--- config.mk ---
export PLATFORM = sky130hd
export DESIGN_NAME = zebra_exposure_overlay_unit
export DESIGN_NICKNAME = d
export VERILOG_FILES = /design/src/hw/rtl/zeo_pkg.sv /design/src/hw/rtl/zeo_tracker.sv /design/src/hw/rtl/zeo_classify.sv /design/src/hw/rtl/zebra_exposure_overlay_unit.sv
export SDC_FILE = /design/constraint.sdc
export NUM_CORES = 1
export LEC_CHECK = 0
export BUFFER_PORTS_ARGS = -buffer_cell sky130_fd_sc_hd__buf_2
export CORE_MARGIN = 2
export CORE_UTILIZATION = 55
export DETAILED_ROUTE_END_ITERATION = 7
export GPL_TIMING_DRIVEN = 1
export HOLD_SLACK_MARGIN = 0.03
export PLACE_DENSITY = 0.73
export SYNTH_ARGS = -nofsm -noshare
export SYNTH_HDL_FRONTEND = slang
export SYNTH_HIERARCHICAL = 1
export SYNTH_SLANG_ARGS = --single-unit
--- constraint.sdc ---
create_clock -name clk -period 3.5 [get_ports clk]
set_input_delay 0.175 -clock clk [delete_from_list [all_inputs] [get_ports clk]]
set_output_delay 0.175 -clock clk [all_outputs]
set_load 0.05 [all_outputs]
--- src/hw/rtl/zeo_pkg.sv ---
// Shared types, register indexes, mode codes and reset values for the zebra overlay.
`default_nettype none

package zeo_pkg;

    localparam int COORD_BITS_DEF  = 10;
    localparam int LINE_WIDTH_BITS = 10;
    localparam int CFG_DATA_BITS   = 10;
    localparam int CFG_INDEX_BITS  = 3;
    localparam int MODE_BITS       = 3;
    localparam int FRAME_BITS      = 4;
    localparam int LUMA_BITS       = 8;
    localparam int COLOR_BITS      = 8;

    localparam logic OP_FRAME_START = 1'b0;
    localparam logic OP_PIXEL       = 1'b1;

    localparam logic [CFG_INDEX_BITS-1:0] REG_MARK_MODE   = 3'd0;
    localparam logic [CFG_INDEX_BITS-1:0] REG_OVER_MARGIN = 3'd1;
    localparam logic [CFG_INDEX_BITS-1:0] REG_UNDER_LEVEL = 3'd2;
    localparam logic [CFG_INDEX_BITS-1:0] REG_OVER_COLOR  = 3'd3;
    localparam logic [CFG_INDEX_BITS-1:0] REG_UNDER_COLOR = 3'd4;
    localparam logic [CFG_INDEX_BITS-1:0] REG_CLEAR_COLOR = 3'd5;
    localparam logic [CFG_INDEX_BITS-1:0] REG_LINE_WIDTH  = 3'd6;

    localparam logic [MODE_BITS-1:0] MODE_STRIPE4 = 3'd0;
    localparam logic [MODE_BITS-1:0] MODE_STRIPE8 = 3'd1;
    localparam logic [MODE_BITS-1:0] MODE_SOLID   = 3'd2;
    localparam logic [MODE_BITS-1:0] MODE_BLINK1  = 3'd3;
    localparam logic [MODE_BITS-1:0] MODE_BLINK2  = 3'd4;
    localparam logic [MODE_BITS-1:0] MODE_BLINK3  = 3'd5;

    localparam logic [FRAME_BITS-1:0] MASK_STRIPE4 = 4'd4;
    localparam logic [FRAME_BITS-1:0] MASK_STRIPE8 = 4'd8;
    localparam logic [FRAME_BITS-1:0] MASK_SOLID   = 4'd1;

    localparam logic [LUMA_BITS-1:0] LUMA_MAX = 8'hFF;

    localparam logic [MODE_BITS-1:0]       MARK_MODE_RST  = MODE_SOLID;
    localparam logic [LINE_WIDTH_BITS-1:0] LINE_WIDTH_RST = 10'd360;

    typedef logic [COLOR_BITS-1:0] color_t;

    typedef struct packed {
        logic [MODE_BITS-1:0] mark_mode;
        logic [LUMA_BITS-1:0] over_margin;
        logic [LUMA_BITS-1:0] under_level;
        color_t               over_color;
        color_t               under_color;
        color_t               clear_color;
    } zeo_cfg_t;

    typedef struct packed {
        logic                  pixel;
        logic [LUMA_BITS-1:0]  luma;
        logic [FRAME_BITS-1:0] frame_count;
    } zeo_ctx_t;

endpackage

`default_nettype wire

--- src/hw/rtl/zeo_tracker.sv ---
// Input stage: frame, column and row counters and the registered pixel context.
`default_nettype none

module zeo_tracker
    import zeo_pkg::*;
#(
    parameter int COORD_BITS = COORD_BITS_DEF
)
(
    input  wire logic                       clk,
    input  wire logic                       rst_n,
    input  wire logic                       in_valid,
    output logic                            in_ready,
    input  wire logic                       operation,
    input  wire logic [LUMA_BITS-1:0]       luma,
    input  wire logic [LINE_WIDTH_BITS-1:0] line_width,
    input  wire logic                       s2_ready,
    output logic                            s1_valid,
    output zeo_ctx_t                        s1_ctx,
    output logic [COORD_BITS-1:0]           s1_row,
    output logic [COORD_BITS-1:0]           s1_column
);

    localparam int CMP_BITS = (COORD_BITS + 1 > LINE_WIDTH_BITS) ?
                              COORD_BITS + 1 : LINE_WIDTH_BITS;

    logic                  s1_valid_reg;
    zeo_ctx_t              s1_ctx_reg;
    logic [COORD_BITS-1:0] s1_row_reg;
    logic [COORD_BITS-1:0] s1_column_reg;

    logic [FRAME_BITS-1:0] frame_count_reg, frame_count_next;
    logic [COORD_BITS-1:0] column_reg, column_next;
    logic [COORD_BITS-1:0] row_reg, row_next;

    logic                  in_xfer;
    logic [CMP_BITS-1:0]   column_inc;
    logic [CMP_BITS-1:0]   width_ext;
    logic                  row_end;

    assign in_ready = !s1_valid_reg || s2_ready;
    assign in_xfer  = in_valid && in_ready;

    assign column_inc = CMP_BITS'(column_reg) + CMP_BITS'(1);
    assign width_ext  = CMP_BITS'(line_width);
    assign row_end    = (column_inc >= width_ext) || (column_reg == {COORD_BITS{1'b1}});

    always_comb
    begin
        frame_count_next = frame_count_reg;
        column_next      = column_reg;
        row_next         = row_reg;
        if (operation == OP_FRAME_START)
        begin
            frame_count_next = frame_count_reg + FRAME_BITS'(1);
            column_next      = '0;
            row_next         = '0;
        end
        else if (row_end)
        begin
            column_next = '0;
            row_next    = row_reg + COORD_BITS'(1);
        end
        else
        begin
            column_next = column_inc[COORD_BITS-1:0];
        end
    end

    always_ff @(posedge clk or negedge rst_n)
    begin
        if (!rst_n)
        begin
            frame_count_reg <= '0;
            column_reg      <= '0;
            row_reg         <= '0;
            s1_valid_reg    <= 1'b0;
        end
        else
        begin
            if (in_xfer)
            begin
                frame_count_reg <= frame_count_next;
                column_reg      <= column_next;
                row_reg         <= row_next;
                s1_valid_reg    <= 1'b1;
            end
            else if (s2_ready)
            begin
                s1_valid_reg <= 1'b0;
            end
        end
    end

    // context holds the counter values the pixel is judged against
    always_ff @(posedge clk)
    begin
        if (in_xfer)
        begin
            s1_ctx_reg.pixel       <= (operation == OP_PIXEL);
            s1_ctx_reg.luma        <= luma;
            s1_ctx_reg.frame_count <= frame_count_next;
            s1_row_reg             <= row_reg;
            s1_column_reg          <= column_reg;
        end
    end

    assign s1_valid  = s1_valid_reg;
    assign s1_ctx    = s1_ctx_reg;
    assign s1_row    = s1_row_reg;
    assign s1_column = s1_column_reg;

endmodule

`default_nettype wire

--- src/hw/rtl/zeo_classify.sv ---
// Result stage: exposure classification, stripe and blink masking, output register.
`default_nettype none

module zeo_classify
    import zeo_pkg::*;
#(
    parameter int COORD_BITS = COORD_BITS_DEF
)
(
    input  wire logic                  clk,
    input  wire logic                  rst_n,
    input  wire logic                  s1_valid,
    input  wire zeo_ctx_t              s1_ctx,
    input  wire logic [COORD_BITS-1:0] s1_row,
    input  wire logic [COORD_BITS-1:0] s1_column,
    input  wire zeo_cfg_t              cfg,
    output logic                       s2_ready,
    output logic                       out_valid,
    input  wire logic                  out_ready,
    output color_t                     pixel_color,
    output logic                       frame_shown
);

    logic                  out_valid_reg;
    color_t                pixel_color_reg, pixel_color_next;
    logic                  frame_shown_reg, frame_shown_next;

    logic [FRAME_BITS-1:0] mask;
    logic                  striped;
    logic                  stripe_on;
    logic [COORD_BITS-1:0] phase;
    logic [LUMA_BITS-1:0]  over_level;

    always_comb
    begin
        unique case (cfg.mark_mode)
            MODE_STRIPE4: mask = MASK_STRIPE4;
            MODE_STRIPE8: mask = MASK_STRIPE8;
            MODE_SOLID:   mask = MASK_SOLID;
            MODE_BLINK1:  mask = s1_ctx.frame_count & 4'b0010;
            MODE_BLINK3:  mask = s1_ctx.frame_count & 4'b1000;
            default:      mask = s1_ctx.frame_count & 4'b0100;
        endcase
    end

    assign striped    = (cfg.mark_mode == MODE_STRIPE4) || (cfg.mark_mode == MODE_STRIPE8);
    assign phase      = s1_row - s1_column - COORD_BITS'(s1_ctx.frame_count);
    assign stripe_on  = !striped || ((phase[FRAME_BITS-1:0] & mask) != '0);
    assign over_level = LUMA_MAX - cfg.over_margin;

    always_comb
    begin
        frame_shown_next = (mask != '0);
        pixel_color_next = cfg.clear_color;
        if (s1_ctx.pixel && frame_shown_next && stripe_on)
        begin
            if (s1_ctx.luma > over_level)
                pixel_color_next = cfg.over_color;
            else if (s1_ctx.luma < cfg.under_level)
                pixel_color_next = cfg.under_color;
        end
    end

    assign s2_ready = !out_valid_reg || out_ready;

    always_ff @(posedge clk or negedge rst_n)
    begin
        if (!rst_n)
        begin
            out_valid_reg <= 1'b0;
        end
        else if (s2_ready)
        begin
            out_valid_reg <= s1_valid;
        end
    end

    always_ff @(posedge clk)
    begin
        if (s2_ready && s1_valid)
        begin
            pixel_color_reg <= pixel_color_next;
            frame_shown_reg <= frame_shown_next;
        end
    end

    assign out_valid   = out_valid_reg;
    assign pixel_color = pixel_color_reg;
    assign frame_shown = frame_shown_reg;

endmodule

`default_nettype wire

--- src/hw/rtl/zebra_exposure_overlay_unit.sv ---
// Top level of the zebra exposure overlay: configuration registers and the two stages.
`default_nettype none

// Classifies one luma byte per pixel (or a frame-start marker) into an overlay
// palette index, one result per input transfer. Throughput is one transfer per
// clock while the result register is not stalled; an input register holds the pixel
// with its frame, row and column counts, then the classification logic feeds the result
// register. Both stages stall only when the result register is full and not
// taken. Configuration writes are always ready and take effect on the next
// cycle; write them while no transfer is in flight.
module zebra_exposure_overlay_unit
    import zeo_pkg::*;
#(
    parameter int COORD_BITS = COORD_BITS_DEF
)
(
    input  wire logic                      clk,
    input  wire logic                      rst_n,
    input  wire logic                      cfg_valid,
    output logic                           cfg_ready,
    input  wire logic [CFG_INDEX_BITS-1:0] cfg_index,
    input  wire logic [CFG_DATA_BITS-1:0]  cfg_data,
    input  wire logic                      in_valid,
    output logic                           in_ready,
    input  wire logic                      operation,
    input  wire logic [LUMA_BITS-1:0]      luma,
    output logic                           out_valid,
    input  wire logic                      out_ready,
    output logic [COLOR_BITS-1:0]          pixel_color,
    output logic                           frame_shown
);

    zeo_cfg_t                   cfg_reg;
    logic [LINE_WIDTH_BITS-1:0] line_width_reg;

    logic                       s2_ready;
    logic                       s1_valid;
    zeo_ctx_t                   s1_ctx;
    logic [COORD_BITS-1:0]      s1_row;
    logic [COORD_BITS-1:0]      s1_column;

    assign cfg_ready = 1'b1;

    always_ff @(posedge clk or negedge rst_n)
    begin
        if (!rst_n)
        begin
            cfg_reg.mark_mode   <= MARK_MODE_RST;
            cfg_reg.over_margin <= '0;
            cfg_reg.under_level <= '0;
            cfg_reg.over_color  <= '0;
            cfg_reg.under_color <= '0;
            cfg_reg.clear_color <= '0;
            line_width_reg      <= LINE_WIDTH_RST;
        end
        else if (cfg_valid && cfg_ready)
        begin
            unique case (cfg_index)
                REG_MARK_MODE:   cfg_reg.mark_mode   <= cfg_data[MODE_BITS-1:0];
                REG_OVER_MARGIN: cfg_reg.over_margin <= cfg_data[LUMA_BITS-1:0];
                REG_UNDER_LEVEL: cfg_reg.under_level <= cfg_data[LUMA_BITS-1:0];
                REG_OVER_COLOR:  cfg_reg.over_color  <= cfg_data[COLOR_BITS-1:0];
                REG_UNDER_COLOR: cfg_reg.under_color <= cfg_data[COLOR_BITS-1:0];
                REG_CLEAR_COLOR: cfg_reg.clear_color <= cfg_data[COLOR_BITS-1:0];
                REG_LINE_WIDTH:  line_width_reg      <= cfg_data[LINE_WIDTH_BITS-1:0];
                default:         ;
            endcase
        end
    end

    zeo_tracker #(
        .COORD_BITS (COORD_BITS)
    ) u_tracker (
        .clk        (clk),
        .rst_n      (rst_n),
        .in_valid   (in_valid),
        .in_ready   (in_ready),
        .operation  (operation),
        .luma       (luma),
        .line_width (line_width_reg),
        .s2_ready   (s2_ready),
        .s1_valid   (s1_valid),
        .s1_ctx     (s1_ctx),
        .s1_row     (s1_row),
        .s1_column  (s1_column)
    );

    zeo_classify #(
        .COORD_BITS (COORD_BITS)
    ) u_classify (
        .clk         (clk),
        .rst_n       (rst_n),
        .s1_valid    (s1_valid),
        .s1_ctx      (s1_ctx),
        .s1_row      (s1_row),
        .s1_column   (s1_column),
        .cfg         (cfg_reg),
        .s2_ready    (s2_ready),
        .out_valid   (out_valid),
        .out_ready   (out_ready),
        .pixel_color (pixel_color),
        .frame_shown (frame_shown)
    );

endmodule

`default_nettype wire

==> impl_metrics.ini, run 1 <==
[routing]
wl_um = 9460
first_pass_iters = 4
wl_per_cell_um = 16.6
drt_iter0_markers = 104
drc = 0
viasPerCell = 5.62
vias = 3206
ant_nets = 0

[die]
die_w_um = 101
io_pins = 39
core_um2 = 9200
die_h_um = 101
dieArea_um2 = 10200
start_util_pct = 56.5
row_count = 35

[cells_and_area]
drive_above_1_share_pct = 30.1
mostFrequentLayoutCells = dfrtp_1, mux2_2, buf_2
nets = 517
final_common_cell = dfrtp_1
final_util_pct = 63.4
n_antenna_cell = 0
largest_reg_flops = 43
syn2layout_area_growth_pct = 12.1
nFillCells = 722

[cts]
post_cts_buffers = 0
cts_max_path_buffers = 2
clkSlewWorstSetupHoldPaths_ns = 0.10
root_buffer = clkbuf_8
cts_resized = 0
cts_buffers = 9
htreeDepth = 3
cts_tree = done
cts_sinks = 103
clk_latency_ns = 0.37

[timing]
rsz0062_at_grt = no
fin_skew_ns = 0.0114
holdWs_ns = 0.0876
setup_viol = 0
period_share_pct = 83.3
period_needed_ns = 2.91
fmax_ghz = 0.343
setup_tns_ns = 0
maxSlewViolCount = 0
relSlewSlack_pct = 51.0
max_slew.worst_pin.slew_ns = 0.735
report.final.hold_viol_count = 0

[min_path]
hold_start = out_ready
hp-class = in2reg
min_delay_path_depth = 3
min_to = u_classify/out_valid$_DFFE_PN0N_

[critical_path]
path_cells = ha_1 > nand3_2 > nor2_1 > and3_1 > xor2_1 > ha_1 > a21o_1 > a211oi_2 > o31ai_2 > a21oi_2 > nand2b_4 > o311ai_2
crit_family = compound AO/OA/AOI/OAI gates
worstPathArrival_ns = 3.16
cp_data_required_time_ns = 3.75
crit_top_cell = ha_1
worst_setup_path_end_kind = flip-flop
r2r_start = u_tracker/column_reg[0]$_DFFE_PN0P_
worst_r2r_path_depth = 12
r2r_slack_ns = 0.59
slowest_delay_ns = 0.45
path_class = reg2reg
cp_slowest_cell = dfrtp_1
r2r_end = u_tracker/row_reg[3]$_DFFE_PN0P_
crit_buf_inv = 0
start_kind = flip-flop
crit_fanout = 7

[yosys]
postSynthCellCount = 401
avgSynthCellArea_um2 = 13.0
synthesis.nets = 464
ys_warn_count = 6
syn_area_um2 = 5200

[power_and_ir_drop]
ir_drop_mv = 0.363
p_per_area_nw_per_um2 = 597
p_int_w = 0.00238
power_frac_seq_pct = 48.2
leakage_nw = 2.62
clockPowerShare_pct = 23.8
p_sw_share_pct = 31.5
switchingPower_w = 0.00109
power_w = 0.00348
power_frac_comb_pct = 28.0

[grt]
grt_first_pass_wirelength_um = 15700
grt_max_degree = 42
antenna_found_initial = 0
overflow = 0
grt_pass1_vias = 3214
track_usage_pct = 20.2

[place]
numPortBuffers = 37
hpwl_um = 6840
gp_congestion = 0.819

[flow_run]
drv_cap = 0

[outcome]
status = finished, final reports clean
-- layer usage --
| layer | part of all wire [%] | up-vias | wire, um | global-route usage (%) |
|---|---|---|---|---|
| met5 | 0 | - | 0 | 0 |
| met4 | 2.5 | 0 | 240 | 9.77 |
| met3 | 2.8 | 18 | 265 | 3.80 |
| met2 | 51 | 57 | 4840 | 34.2 |
| met1 | 44 | 1593 | 4120 | 24.9 |
| li1 | - | 1538 | - | - |
-- worst reg2reg max path: stages (launching register included) --
cell and delay, ns:
dfrtp_1 0.45, ha_1 0.24, nand3_2 0.13, nor2_1 0.19, and3_1 0.19, xor2_1 0.19
ha_1 0.27, a21o_1 0.17, a211oi_2 0.26, o31ai_2 0.11, a21oi_2 0.26, nand2b_4 0.22
o311ai_2 0.12
-- metrics by stage --
stage | setup slack, ns | instances | area, um2
final | 0.586 | 570 | 5830
after global routing | 0.319 | 570 | 5830
after CTS | 0.558 | 570 | 5830
after detailed placement | 0.568 | 542 | 5480
after global placement | 0.718 | 542 | 5480
after floorplan | 0.840 | 401 | 5200
-- power groups by stage --
stage / Sequential (W) / Combinational (W) / Clock (W)
floorplan: 0.00175 / 0.000685 / 0
global placement: 0.00169 / 0.000927 / 0
detailed placement: 0.00170 / 0.000962 / 0
CTS: 0.00168 / 0.000978 / 0.000852
global route: 0.00171 / 0.00109 / 0.000909
finish: 0.00168 / 0.000974 / 0.000829
-- how the worst max path moves through the flow --
stage          depth (start not counted)  slack (ns)                                   to                                 from
3_5_place_dp                          12        0.57     u_tracker/row_reg[3]$_DFFE_PN0P_  u_tracker/column_reg[0]$_DFFE_PN0P_
3_3_place_gp                          10        0.72  u_classify/pixel_color[2]$_DFFE_PP_        u_tracker/s1_ctx[0]$_DFFE_PP_
5_1_grt                               13        0.32  u_tracker/column_reg[1]$_DFFE_PN0P_  u_tracker/column_reg[0]$_DFFE_PN0P_
6_report                              12        0.59     u_tracker/row_reg[3]$_DFFE_PN0P_  u_tracker/column_reg[0]$_DFFE_PN0P_
4_1_cts                               12        0.56     u_tracker/row_reg[3]$_DFFE_PN0P_  u_tracker/column_reg[0]$_DFFE_PN0P_
2_1_floorplan                         11        0.84  u_classify/pixel_color[0]$_DFFE_PP_        u_tracker/s1_ctx[0]$_DFFE_PP_
-- area by class of cell --
type	instances	area (um2)	area share, %
clock buffers	9	124	2.12
repair buffers	56	358	6.14
inverters	27	101	1.74
multi-input cells	257	2270	39.0
clock inverters	7	101	1.74
flip-flops and latches	103	2730	46.9
well taps	111	139	2.38
-- repair_timing --
item,4_1_cts,5_1_grt
hold buffers,12,0
setup endpoints to repair,0,0
hold endpoints to repair,42,0
No activity file was read; power rests on OpenSTA's default activity.
==> inputs of run 2 (changes only) <==
- ABC_AREA: default -> 1
- clock period: 3.5 -> 2.9 ns (I/O delays scaled with it)
==> impl_metrics.ini, run 2 <==
[die]
row_count = 36
io_pins = 39
die_w_um = 104
core_um2 = 9770
start_util_pct = 56.8
dieArea_um2 = 10900
die_h_um = 104

[routing]
first_pass_iters = 4
vias = 4294
wl_per_cell_um = 13.3
drc = 0
drt_iter0_markers = 212
ant_nets = 0
viasPerCell = 5.08
wl_um = 11300

[timing]
setup_slack_ns = 0.185
fmax_ghz = 0.368
setup_tns_ns = 0
relSlewSlack_pct = 44.1
period_needed_ns = 2.72
report.final.hold_viol_count = 0
fin_skew_ns = 0.0132
rsz0062_at_grt = no
maxSlewViolCount = 0
max_slew.worst_pin.slew_ns = 0.838
period_share_pct = 93.6
setup_viol = 0

[critical_path]
path_class = reg2reg
worst_setup_path_end_kind = flip-flop
worstPathArrival_ns = 2.85
cp_data_required_time_ns = 3.03
crit_fanout = 9
worst_r2r_path_depth = 10
start_kind = flip-flop

[yosys]
ys_warn_count = 6
synthesis.nets = 718
avgSynthCellArea_um2 = 8.47
syn_area_um2 = 5550
postSynthCellCount = 655

[cts]
post_cts_buffers = 0
cts_tree = done
cts_buffers = 9
holdBufCountCts = 13
clk_latency_ns = 0.37
cts_resized = 0
root_buffer = clkbuf_8
cts_sinks = 103
clkSlewWorstSetupHoldPaths_ns = 0.10
cts_max_path_buffers = 2
htreeDepth = 3

[min_path]
min_delay_path_depth = 3
hp-class = in2reg

[grt]
met2_usage_pct = 37.4
track_usage_pct = 22.3
grt_use_met3_pct = 3.51
grt_pass1_vias = 4269
top_usage_layer = met2
antenna_found_initial = 0
grt_max_degree = 40
grt_first_pass_wirelength_um = 19500
grt_use_met1_pct = 29.0
overflow = 0

[cells_and_area]
syn2layout_area_growth_pct = 11.7
n_antenna_cell = 0
mostFrequentLayoutCells = nand2_1, inv_1, dfrtp_1
final_common_cell = nand2_1
fin_cells = 845
regArea_um2 = 2730
nets = 770
nFillCells = 834
final_util_pct = 63.5
drive_above_1_share_pct = 14.7
multiInputGateArea_um2 = 2430
largest_reg_flops = 43

[place]
gp_congestion = 0.850
pre_cts_slack_ns = 0.196
hpwl_um = 8000
dp.cells = 816
numPortBuffers = 37

[power_and_ir_drop]
leakage_nw = 3.26
ir_drop_mv = 0.339
power_w = 0.00413
p_per_area_nw_per_um2 = 665

[flow_run]
drv_cap = 0

[outcome]
status = finished, final reports clean
==> run 2: metrics by stage <==
step | hold WS [ns] | instance area [um2]
floorplan | -0.151 | 5550
global placement | 0.291 | 5880
detailed placement | 0.299 | 5880
CTS | 0.0311 | 6200
global route | 0.0606 | 6200
finish | 0.0419 | 6200
==> run 2: final timing paths <==
| kind | start | to | slack, ns |
|---|---|---|---|
| hold / removal | cfg_data[6] | line_width_reg[6]$_DFFE_PN1P_ | 0.04 |
| setup reg to reg | u_tracker/s1_ctx[0]$_DFFE_PP_ | u_classify/pixel_color[3]$_DFFE_PP_ | 0.18 |
| hold reg to reg | line_width_reg[5]$_DFFE_PN1P_ | line_width_reg[5]$_DFFE_PN1P_ | 0.48 |
| min in group asynchronous | rst_n | u_classify/out_valid$_DFFE_PN0N_ | 0.40 |
| max in group asynchronous | rst_n | line_width_reg[3]$_DFFE_PN1P_ | 1.74 |
| setup / recovery | u_tracker/s1_ctx[0]$_DFFE_PP_ | u_classify/pixel_color[3]$_DFFE_PP_ | 0.18 |
==> run 2: area by class of cell <==
type	instances	area share, %
multi-input combinational	457	39.2
inverter	82	5.00
sequential	103	44.1
tap	133	2.68
timing repair buffer	54	5.97
clock inverter	5	0.948
clock buffer	11	2.12
==> run 2: routing by layer <==
layer  share of wire (%)  wire length [um]
met1                  45              5030
met2                  49              5510
met3                 4.5               509
met4                 2.0               225
met5                   0                 0
==> run 2: power by group <==
part / internal (W) / total, W / switching [W] / leakage, nW
Combinational: 0.000447 / 0.00126 / 0.000811 / 1.94
Sequential: 0.00180 / 0.00197 / 0.000168 / 1.22
Clock: 0.000404 / 0.000898 / 0.000493 / 0.0982
Total: 0.00265 / 0.00413 / 0.00147 / 3.26
==> run 2: critical path, stage by stage (launching register included) <==
cell	delay, ns
edfxtp_1	0.41
fa_1	0.58
ha_1	0.16
nor2_2	0.05
fa_1	0.38
xnor2_1	0.24
a31oi_2	0.15
a21oi_4	0.31
inv_4	0.09
nand2_1	0.07
nand2_1	0.06
